--- config.mk ---
export PLATFORM = sky130hd
export DESIGN_NAME = utf8_strict_decoder
export DESIGN_NICKNAME = d
export VERILOG_FILES = /design/src/hdl/u8sd_pkg.sv /design/src/hdl/utf8_strict_decoder.sv
export SDC_FILE = /design/constraint.sdc
export NUM_CORES = 1
export LEC_CHECK = 0
export BUFFER_PORTS_ARGS = -buffer_cell sky130_fd_sc_hd__buf_2
export CAP_MARGIN = 20
export CORE_ASPECT_RATIO = 0.7
export CORE_MARGIN = 5
export CORE_UTILIZATION = 40
export DETAILED_ROUTE_END_ITERATION = 10
export PLACE_DENSITY = 0.7
export REMOVE_ABC_BUFFERS = 1
export SETUP_SLACK_MARGIN = 0.5
export SLEW_MARGIN = 20
export SYNTH_ARGS = -nofsm -noshare
export SYNTH_HDL_FRONTEND = slang
export SYNTH_SLANG_ARGS = --single-unit
--- constraint.sdc ---
create_clock -name i_clk -period 6.9 [get_ports i_clk]
set_clock_uncertainty 0.2 [all_clocks]
set_input_delay 0.69 -clock i_clk [delete_from_list [all_inputs] [get_ports i_clk]]
set_output_delay 0.69 -clock i_clk [all_outputs]
set_load 0.01 [all_outputs]
--- src/hdl/u8sd_pkg.sv ---
// Shared constants for the strict UTF-8 decoder.
package u8sd_pkg;

    localparam int unsigned BYTE_W = 8;
    localparam int unsigned CP_W   = 21;
    localparam int unsigned LEN_W  = 3;

    localparam logic [CP_W-1:0] REPL_CP    = 21'h00FFFD;
    localparam logic [CP_W-1:0] MAX_CP     = 21'h10FFFF;
    localparam logic [CP_W-1:0] SURR_LO    = 21'h00D800;
    localparam logic [CP_W-1:0] SURR_HI    = 21'h00DFFF;
    localparam logic [CP_W-1:0] MIN_CP_2   = 21'h000080;
    localparam logic [CP_W-1:0] MIN_CP_3   = 21'h000800;
    localparam logic [CP_W-1:0] MIN_CP_4   = 21'h010000;

    localparam logic [LEN_W-1:0] SEQ_IDLE  = 3'd0;
    localparam logic [LEN_W-1:0] SEQ_TWO   = 3'd2;
    localparam logic [LEN_W-1:0] SEQ_THREE = 3'd3;
    localparam logic [LEN_W-1:0] SEQ_FOUR  = 3'd4;

    // Pending burst for one accepted byte: count of results still owed,
    // and the payload of the last of them (all earlier ones are U+FFFD).
    typedef struct packed {
        logic [LEN_W-1:0] cnt;
        logic [CP_W-1:0]  last_cp;
        logic             last_rep;
        logic             fin;
    } t_burst;

endpackage

--- src/hdl/utf8_strict_decoder.sv ---
// Strict UTF-8 decoder: bytes in, Unicode scalar values out, U+FFFD on error.
//
// Usage:
//   Input channel (i_valid / o_ready) carries one raw byte per transaction,
//   with i_final_byte marking the last byte of a string. Output channel
//   (o_valid / i_ready) carries one code point per transaction, with flags:
//   o_replaced for U+FFFD substitutions, o_run_last on the last result caused
//   by one input byte, o_string_last on the final result of a string.
//   Each byte is decoded in the cycle it is accepted and its results land in
//   a burst register; the first result is visible in the cycle after acceptance.
//   A byte causes zero to four results, shown one per cycle while i_ready
//   is high. Throughput is one byte per cycle while each byte causes at most
//   one result and i_ready is high; a byte causing more holds o_ready low
//   until its last result is taken; the single burst register drains them.
//   Continuation and lead bytes that only extend a sequence give no result.
//   Reset (synchronous, active low) returns the decoder to idle and drops
//   any pending results. When the receiver stalls, the current result holds
//   and the input is taken only once the burst register frees up.
module utf8_strict_decoder (
    input  logic                          i_clk,
    input  logic                          i_rst_n,
    input  logic                          i_valid,
    output logic                          o_ready,
    input  logic [u8sd_pkg::BYTE_W-1:0]   i_data_byte,
    input  logic                          i_final_byte,
    output logic                          o_valid,
    input  logic                          i_ready,
    output logic [u8sd_pkg::CP_W-1:0]     o_code_point,
    output logic                          o_replaced,
    output logic                          o_run_last,
    output logic                          o_string_last
);

    // Decoder state.
    logic [u8sd_pkg::CP_W-1:0]  r_pv,   n_pv;
    logic [u8sd_pkg::LEN_W-1:0] r_len,  n_len;
    logic [u8sd_pkg::LEN_W-1:0] r_gath, n_gath;

    // Result burst register.
    u8sd_pkg::t_burst r_burst, n_burst;

    logic in_fire;
    logic out_fire;

    // Fresh-byte decode (used when idle and after a broken sequence).
    logic                         f_emit;
    logic [u8sd_pkg::CP_W-1:0]    f_cp;
    logic                         f_rep;
    logic                         f_start;
    logic [u8sd_pkg::LEN_W-1:0]   f_len;
    logic [u8sd_pkg::CP_W-1:0]    f_pv;

    // Continuation path.
    logic [u8sd_pkg::CP_W-1:0]    c_pv;
    logic [u8sd_pkg::LEN_W-1:0]   c_gath;
    logic [u8sd_pkg::CP_W-1:0]    c_min;
    logic                         c_bad;
    logic                         is_cont;

    // Step results.
    u8sd_pkg::t_burst step;

    assign out_fire = o_valid && i_ready;
    // Take a byte when the burst register is empty or frees this cycle.
    assign o_ready  = (r_burst.cnt == '0) ||
                      ((r_burst.cnt == u8sd_pkg::LEN_W'(1)) && i_ready);
    assign in_fire  = i_valid && o_ready;

    always_comb begin
        f_emit  = 1'b1;
        f_cp    = u8sd_pkg::REPL_CP;
        f_rep   = 1'b1;
        f_start = 1'b0;
        f_len   = u8sd_pkg::SEQ_IDLE;
        f_pv    = '0;
        priority if (i_data_byte[7] == 1'b0) begin
            f_cp  = u8sd_pkg::CP_W'(i_data_byte);
            f_rep = 1'b0;
        end else if (i_data_byte[7:5] == 3'b110) begin
            f_len = u8sd_pkg::SEQ_TWO;
            f_pv  = u8sd_pkg::CP_W'(i_data_byte[4:0]);
        end else if (i_data_byte[7:4] == 4'b1110) begin
            f_len = u8sd_pkg::SEQ_THREE;
            f_pv  = u8sd_pkg::CP_W'(i_data_byte[3:0]);
        end else if (i_data_byte[7:3] == 5'b11110) begin
            f_len = u8sd_pkg::SEQ_FOUR;
            f_pv  = u8sd_pkg::CP_W'(i_data_byte[2:0]);
        end else begin
            f_len = u8sd_pkg::SEQ_IDLE;
        end
        // A valid lead starts a gather unless it ends the string.
        if (f_len != u8sd_pkg::SEQ_IDLE) begin
            f_emit  = i_final_byte;
            f_start = !i_final_byte;
        end
    end

    always_comb begin
        is_cont = (i_data_byte[7:6] == 2'b10);
        c_pv    = {r_pv[u8sd_pkg::CP_W-7:0], i_data_byte[5:0]};
        c_gath  = r_gath + u8sd_pkg::LEN_W'(1);
        unique case (r_len)
            u8sd_pkg::SEQ_TWO:   c_min = u8sd_pkg::MIN_CP_2;
            u8sd_pkg::SEQ_THREE: c_min = u8sd_pkg::MIN_CP_3;
            default:             c_min = u8sd_pkg::MIN_CP_4;
        endcase
        c_bad = (c_pv < c_min) || (c_pv > u8sd_pkg::MAX_CP) ||
                ((c_pv >= u8sd_pkg::SURR_LO) && (c_pv <= u8sd_pkg::SURR_HI));
    end

    // Next state and step results for the byte on the input.
    always_comb begin
        n_pv          = r_pv;
        n_len         = r_len;
        n_gath        = r_gath;
        step.cnt      = '0;
        step.last_cp  = u8sd_pkg::REPL_CP;
        step.last_rep = 1'b1;
        step.fin      = i_final_byte;
        priority if (r_len == u8sd_pkg::SEQ_IDLE || !is_cont) begin
            // Flush a broken gather, then decode the byte afresh.
            step.cnt = (r_len == u8sd_pkg::SEQ_IDLE) ? '0 : r_gath;
            if (f_emit) begin
                step.cnt      = step.cnt + u8sd_pkg::LEN_W'(1);
                step.last_cp  = f_cp;
                step.last_rep = f_rep;
            end
            n_pv   = f_start ? f_pv : '0;
            n_len  = f_start ? f_len : u8sd_pkg::SEQ_IDLE;
            n_gath = f_start ? u8sd_pkg::LEN_W'(1) : '0;
        end else if (c_gath >= r_len) begin
            if (c_bad) begin
                step.cnt = r_len;
            end else begin
                step.cnt      = u8sd_pkg::LEN_W'(1);
                step.last_cp  = c_pv;
                step.last_rep = 1'b0;
            end
            n_pv   = '0;
            n_len  = u8sd_pkg::SEQ_IDLE;
            n_gath = '0;
        end else if (i_final_byte) begin
            // Truncated: one replacement per gathered byte.
            step.cnt = c_gath;
            n_pv     = '0;
            n_len    = u8sd_pkg::SEQ_IDLE;
            n_gath   = '0;
        end else begin
            n_pv   = c_pv;
            n_gath = c_gath;
        end
    end

    // Load a new burst on accept, else drain one result per output transaction.
    always_comb begin
        n_burst = r_burst;
        if (out_fire) begin
            n_burst.cnt = r_burst.cnt - u8sd_pkg::LEN_W'(1);
        end
        if (in_fire) begin
            n_burst = step;
        end
    end

    always_ff @(posedge i_clk) begin
        if (!i_rst_n) begin
            r_pv    <= '0;
            r_len   <= u8sd_pkg::SEQ_IDLE;
            r_gath  <= '0;
            r_burst <= '0;
        end else begin
            if (in_fire) begin
                r_pv   <= n_pv;
                r_len  <= n_len;
                r_gath <= n_gath;
            end
            r_burst <= n_burst;
        end
    end

    // Every result but the last of a burst is a replacement.
    assign o_valid       = (r_burst.cnt != '0);
    assign o_run_last    = (r_burst.cnt == u8sd_pkg::LEN_W'(1));
    assign o_code_point  = o_run_last ? r_burst.last_cp : u8sd_pkg::REPL_CP;
    assign o_replaced    = o_run_last ? r_burst.last_rep : 1'b1;
    assign o_string_last = o_run_last && r_burst.fin;

endmodule

# == After elaboration in Yosys (flattened, before gate mapping) ==
# Index checks and enable logic that the tools add are counted.
# word_totals
output_inout_bits,26
input_bits,13
word_cells,77
regBits,47
# classes
n_reduce_logical,18
order_cmp,5
n_mux,37
n_eq_ne,7
addsub,3
# op_table
cell,count
$mux 3,17
$mux 25,2
$mux 15,3
$mux 22,2
$pmux 17 s2,1
$mux 26,1
$ge 21x16->1 const B,1
$gt 21x21->1 const B,1
$le 21x16->1 const B,1
$lt 21x17->1,1
$mux 21,1
$mux 16,1
$mux 5,3
$reduce_bool 3->1,3
$add 3x1->3 const B,2
$eq 3x2->1 const B,2
$logic_not 3->1,2
$eq 5x5->1 const B,1
$logic_and 1x1->1,5
$mux 1,5
$eq 4x4->1 const B,1
$logic_or 1x1->1,4
$mux 4,1
$eq 3x1->1 const B,1
other kinds (7),8

# == Longest topological paths before layout ==
# logic_depth
word_depth,10
depth_mapped,10
depth_no_buf,9

# == Least setup slack after synthesis ==
# OpenSTA, ideal clock, no wires.
# synth_path
path_type,register -> register
start,register r_gath[0] (netlist name)
end,register r_burst[8] (netlist name)
required_time_ps,6580
t_arrival_ps,2181
synth_period_minus_slack_ps,2501
setup_time_ps,120
path_stages_with_launch,10
n_path_buf,0
slack_ps,4399
path_cell_list,dfxtp_1 ha_1 xor2_1 ha_1 nand2_1 o21ai_1 nand3_1 o32a_2 a311oi_1 nor2_1
# synth_between
elab_chain_len,4
# synth_lines
element,line,text
from (decl),utf8_strict_decoder.sv:37,"logic [u8sd_pkg::LEN_W-1:0] r_gath, n_gath;"
from (signal assigned),utf8_strict_decoder.sv:175,r_gath <= n_gath;
$add 3x1->3,utf8_strict_decoder.sv:101,c_gath = r_gath + u8sd_pkg::LEN_W'(1);
$ge 3x3->1,utf8_strict_decoder.sv:131,end else if (c_gath >= r_len) begin
$mux 22,utf8_strict_decoder.sv:131,
$mux 25,utf8_strict_decoder.sv:120,priority if (r_len == u8sd_pkg::SEQ_IDLE || !is_cont) begin
to (signal assigned),utf8_strict_decoder.sv:177,r_burst <= n_burst;
to (decl),utf8_strict_decoder.sv:40,"u8sd_pkg::t_burst r_burst, n_burst;"
# Every way passes these cells.
# A chain may end at the register's enable or synchronous reset.

# == Worst setup path after layout ==
# Ends and elaborated chain as after synthesis.

==> Flow_metrics.wiki <==
{| class="wikitable"
! Metric !! Value
|-
| RSZ-0062 raised after global routing || false
|-
| Count of flip-flops with a built-in enable after synthesis || 0
|-
| Overall power consumption || 895 µW
|-
| Residual overflow from global routing || 0
|-
| Share of layout cells above drive strength 1 || 18.5%
|-
| Average vias per placed instance || 5.31
|-
| Net count reported at finish || 346
|-
| Number of core rows || 23
|-
| CTS HTree Levels || 2
|-
| Minimum clock period || 2.90 ns
|-
| Die footprint || 7840 µm²
|-
| Largest voltage drop on the vdd net || 0.150 mV
|-
| Core box area || 5840 µm²
|-
| Unique cell type count in the Yosys netlist || 48
|-
| Clk pin slew, worst setup/hold paths || 0.09 ns
|-
| Clock tree from TritonCTS || done
|-
| Initial Util || 42.1%
|-
| Largest net degree at the start of global routing || 56
|-
| Power per standard cell area || 321 nW/µm²
|-
| Post-synthesis to final-layout area growth || 13.4%
|-
| Number of violations of the max-capacitance limit || 0
|-
| Sequential area share after synthesis || 38.3%
|-
| Horizontal die dimension || 104 µm
|-
| Final setup fails || 0
|-
| Worst min-delay path class || reg2reg
|-
| Leakage power figure || 0.00113 µW
|-
| Root buffer selected by CTS || sky130_fd_sc_hd__clkbuf_8
|-
| Sort of element at the start of the critical path || flop
|-
| Clk sinks || 47
|-
| Top cell type's share of synthesized area || 38.3%
|-
| Capturing element type of the critical path || flop
|-
| Detailed Place HPWL || 3910 µm
|-
| Total of buffers placed on input and output ports || 38
|-
| Number of buffers added for setup after CTS || 0
|-
| Hold Fails Final Rpt || 0
|-
| Clock latency on the worst-skew pair || 0.30 ns
|-
| Final-report max-slew violation count || 0
|-
| #FFs+latches synth || 47
|-
| Post-Synthesis Mean Instance Area || 8.36 µm²
|-
| Maximum fanout encountered on the critical timing path || 17
|-
| Worst slew slack as a fraction of its limit || 44.3%
|-
| Final critical-path share of the clock period || 42.1%
|-
| YS warnings || 0
|-
| Highest achievable clock rate || 344 MHz
|-
| Worst EP required || 6.89 ns
|-
| GP Congestion || 0.923
|-
| # IOs || 39
|-
| Crit Path Category || reg2reg
|-
| Number of detailed-route iterations in the first pass || 4
|-
| GRT Resource Usage Total || 15.0%
|-
| Dominant synthesized flop cell || sky130_fd_sc_hd__dfxtp_1
|-
| Status || finished, final reports clean
|-
| CTS-repair resized insts || 0
|-
| Die Ht || 75.6 µm
|-
| Syn Inst Count || 294
|-
| Number of buffers inserted by hold repair at cts || 0
|-
| Setup tns final || 0 ns
|-
| Number of antenna violations at the first check in global routing || 0
|-
| Total Wirelength || 5580 µm
|-
| Synth async-reset ratio || 0%
|-
| Number of buffers between clock root and the deepest sink || 2
|-
| Number of inserted diodes || 0
|-
| Count of vias placed by the detailed router || 2119
|-
| Area of the mapped netlist || 2460 µm²
|-
| Violation count after the first detailed-route iteration || 176
|-
| Via count of the first global-routing pass || 2061
|-
| R2R setup slack || 4.00 ns
|-
| Cell taking the most area after synthesis || sky130_fd_sc_hd__dfxtp_1
|-
| First-pass GRT wire length || 9810 µm
|-
| Measured slew at the worst slew-check pin || 0.835 ns
|-
| Arr. time, crit path || 2.89 ns
|-
| Routed wire per std cell || 14.0 µm
|-
| Clock buffer count from CTS || 5
|-
| # DRC || 0
|-
| Leading post-synthesis cells by cell area || sky130_fd_sc_hd__dfxtp_1 (38%), sky130_fd_sc_hd__nand2_1 (6.7%), sky130_fd_sc_hd__ha_1 (5.1%)
|-
| Antenna Nets Post-Route || 0
|}
flip-flops by register name, indices dropped and copies added, names as in the netlist:
register and flops:
r_burst 26, r_gath 3, r_len 3, r_pv 15
kinds of logic (layout without fill, tap and decap cells):
logic type,count (synthesis),in the layout,share of synthesized area [%]
simple gates,127,127,27.3
compound gates,75,75,21.7
flops,47,47,38.3
buf+inv,29,59,5.35
fa+ha+maj,10,10,5.09
xor+xnor,4,4,1.43
mux,2,2,0.866
critical path, stage by stage, from the launching register on:
cell and delay [ns]:
sky130_fd_sc_hd__dfxtp_1 0.37, sky130_fd_sc_hd__ha_1 0.26, sky130_fd_sc_hd__xor2_1 0.17, sky130_fd_sc_hd__ha_1 0.31, sky130_fd_sc_hd__nand2_1 0.05, sky130_fd_sc_hd__o21ai_1 0.42
sky130_fd_sc_hd__nand3_1 0.16, sky130_fd_sc_hd__o32a_2 0.49, sky130_fd_sc_hd__a311oi_1 0.31, sky130_fd_sc_hd__nor2_1 0.07
worst paths after layout:
check                                start    endpoint  cells after the start
worst max-delay path             r_gath[0]  r_burst[8]                      9
worst min-delay path            r_burst[0]  r_burst[0]                      2
worst max register to register   r_gath[0]  r_burst[8]                      9
worst min register to register  r_burst[0]  r_burst[0]                      2
layer usage:
| layer | wire length [µm] | track usage [%] |
|---|---|---|
| met1 | 3060 | 21.6 |
| met2 | 2170 | 22.8 |
| met3 | 313 | 4.06 |
| met4 | 36 | 2.87 |
| met5 | 0 | 0 |
cells in the final DEF, fill, tap and decap left out, drive strengths merged, types with 4 or more instances in the layout:
cell,netlist,layout
clkbuf,11,5
a22oi,10,10
inv,10,10
nor2b,18,18
ha,10,10
nand3,11,11
buf,8,41
a21boi,6,6
nor2,5,5
dfxtp,47,47
o221a,6,6
nor3,4,4
a21oi,10,10
nand2b,18,18
o21ai,17,17
nand2,44,44
and2,11,11
o211ai,13,13
where the power goes:
group / total (µW) / internal (µW) / switching, µW / leakage [µW]
clock network: 203 / 108 / 95.5 / 0.0000581
logic: 345 / 139 / 206 / 0.000688
registers: 346 / 318 / 28.2 / 0.000383
total: 895 / 565 / 330 / 0.00113
cell usage after synthesis (2+ instances only):
| cell | instances |
|---|---|
| sky130_fd_sc_hd__xor2_1 | 3 |
| sky130_fd_sc_hd__o31ai_1 | 2 |
| sky130_fd_sc_hd__nor2b_1 | 18 |
| sky130_fd_sc_hd__nand3_1 | 11 |
| sky130_fd_sc_hd__clkbuf_1 | 11 |
| sky130_fd_sc_hd__nand2_1 | 44 |
| sky130_fd_sc_hd__nor3_1 | 4 |
| sky130_fd_sc_hd__ha_1 | 10 |
| sky130_fd_sc_hd__nor4_1 | 3 |
| sky130_fd_sc_hd__nand3b_1 | 3 |
| sky130_fd_sc_hd__and2_1 | 11 |
| sky130_fd_sc_hd__a22oi_1 | 10 |
| sky130_fd_sc_hd__or3_1 | 2 |
| sky130_fd_sc_hd__buf_2 | 3 |
| sky130_fd_sc_hd__o21ai_0 | 16 |
| sky130_fd_sc_hd__a21boi_0 | 5 |
| sky130_fd_sc_hd__nand2b_1 | 18 |
| sky130_fd_sc_hd__nor2_1 | 5 |
| sky130_fd_sc_hd__o221a_2 | 6 |
| sky130_fd_sc_hd__inv_1 | 10 |
| sky130_fd_sc_hd__dfxtp_1 | 47 |
| sky130_fd_sc_hd__buf_6 | 2 |
| sky130_fd_sc_hd__a21oi_1 | 10 |
| sky130_fd_sc_hd__buf_1 | 2 |
| sky130_fd_sc_hd__a31oi_1 | 3 |
| sky130_fd_sc_hd__o211ai_1 | 13 |
final cells by class:
type / count / area (µm²)
inverters: 10 / 37.5
clock buffers: 5 / 68.8
fillers: 570 / 3050
flip-flops and latches: 47 / 941
well taps: 75 / 93.8
clock inverters: 3 / 43.8
multi-input cells: 218 / 1390
repair buffers: 41 / 213
stage by stage:
| step | worst slack (ns) | hold WS, ns | cells | cell area [µm²] | utilization, % |
|---|---|---|---|---|---|
| floorplan | 3.04 | 0.226 | 275 | 2360 | - |
| global placement | 4.12 | 0.251 | 391 | 2680 | 45.8 |
| detailed placement | 4.02 | 0.259 | 391 | 2680 | 45.8 |
| CTS | 4.03 | 0.272 | 399 | 2790 | 47.7 |
| global route | 3.85 | 0.293 | 399 | 2790 | 47.7 |
| finish | 4.00 | 0.271 | 399 | 2790 | 47.7 |
Power figures use the tool's default switching activity.
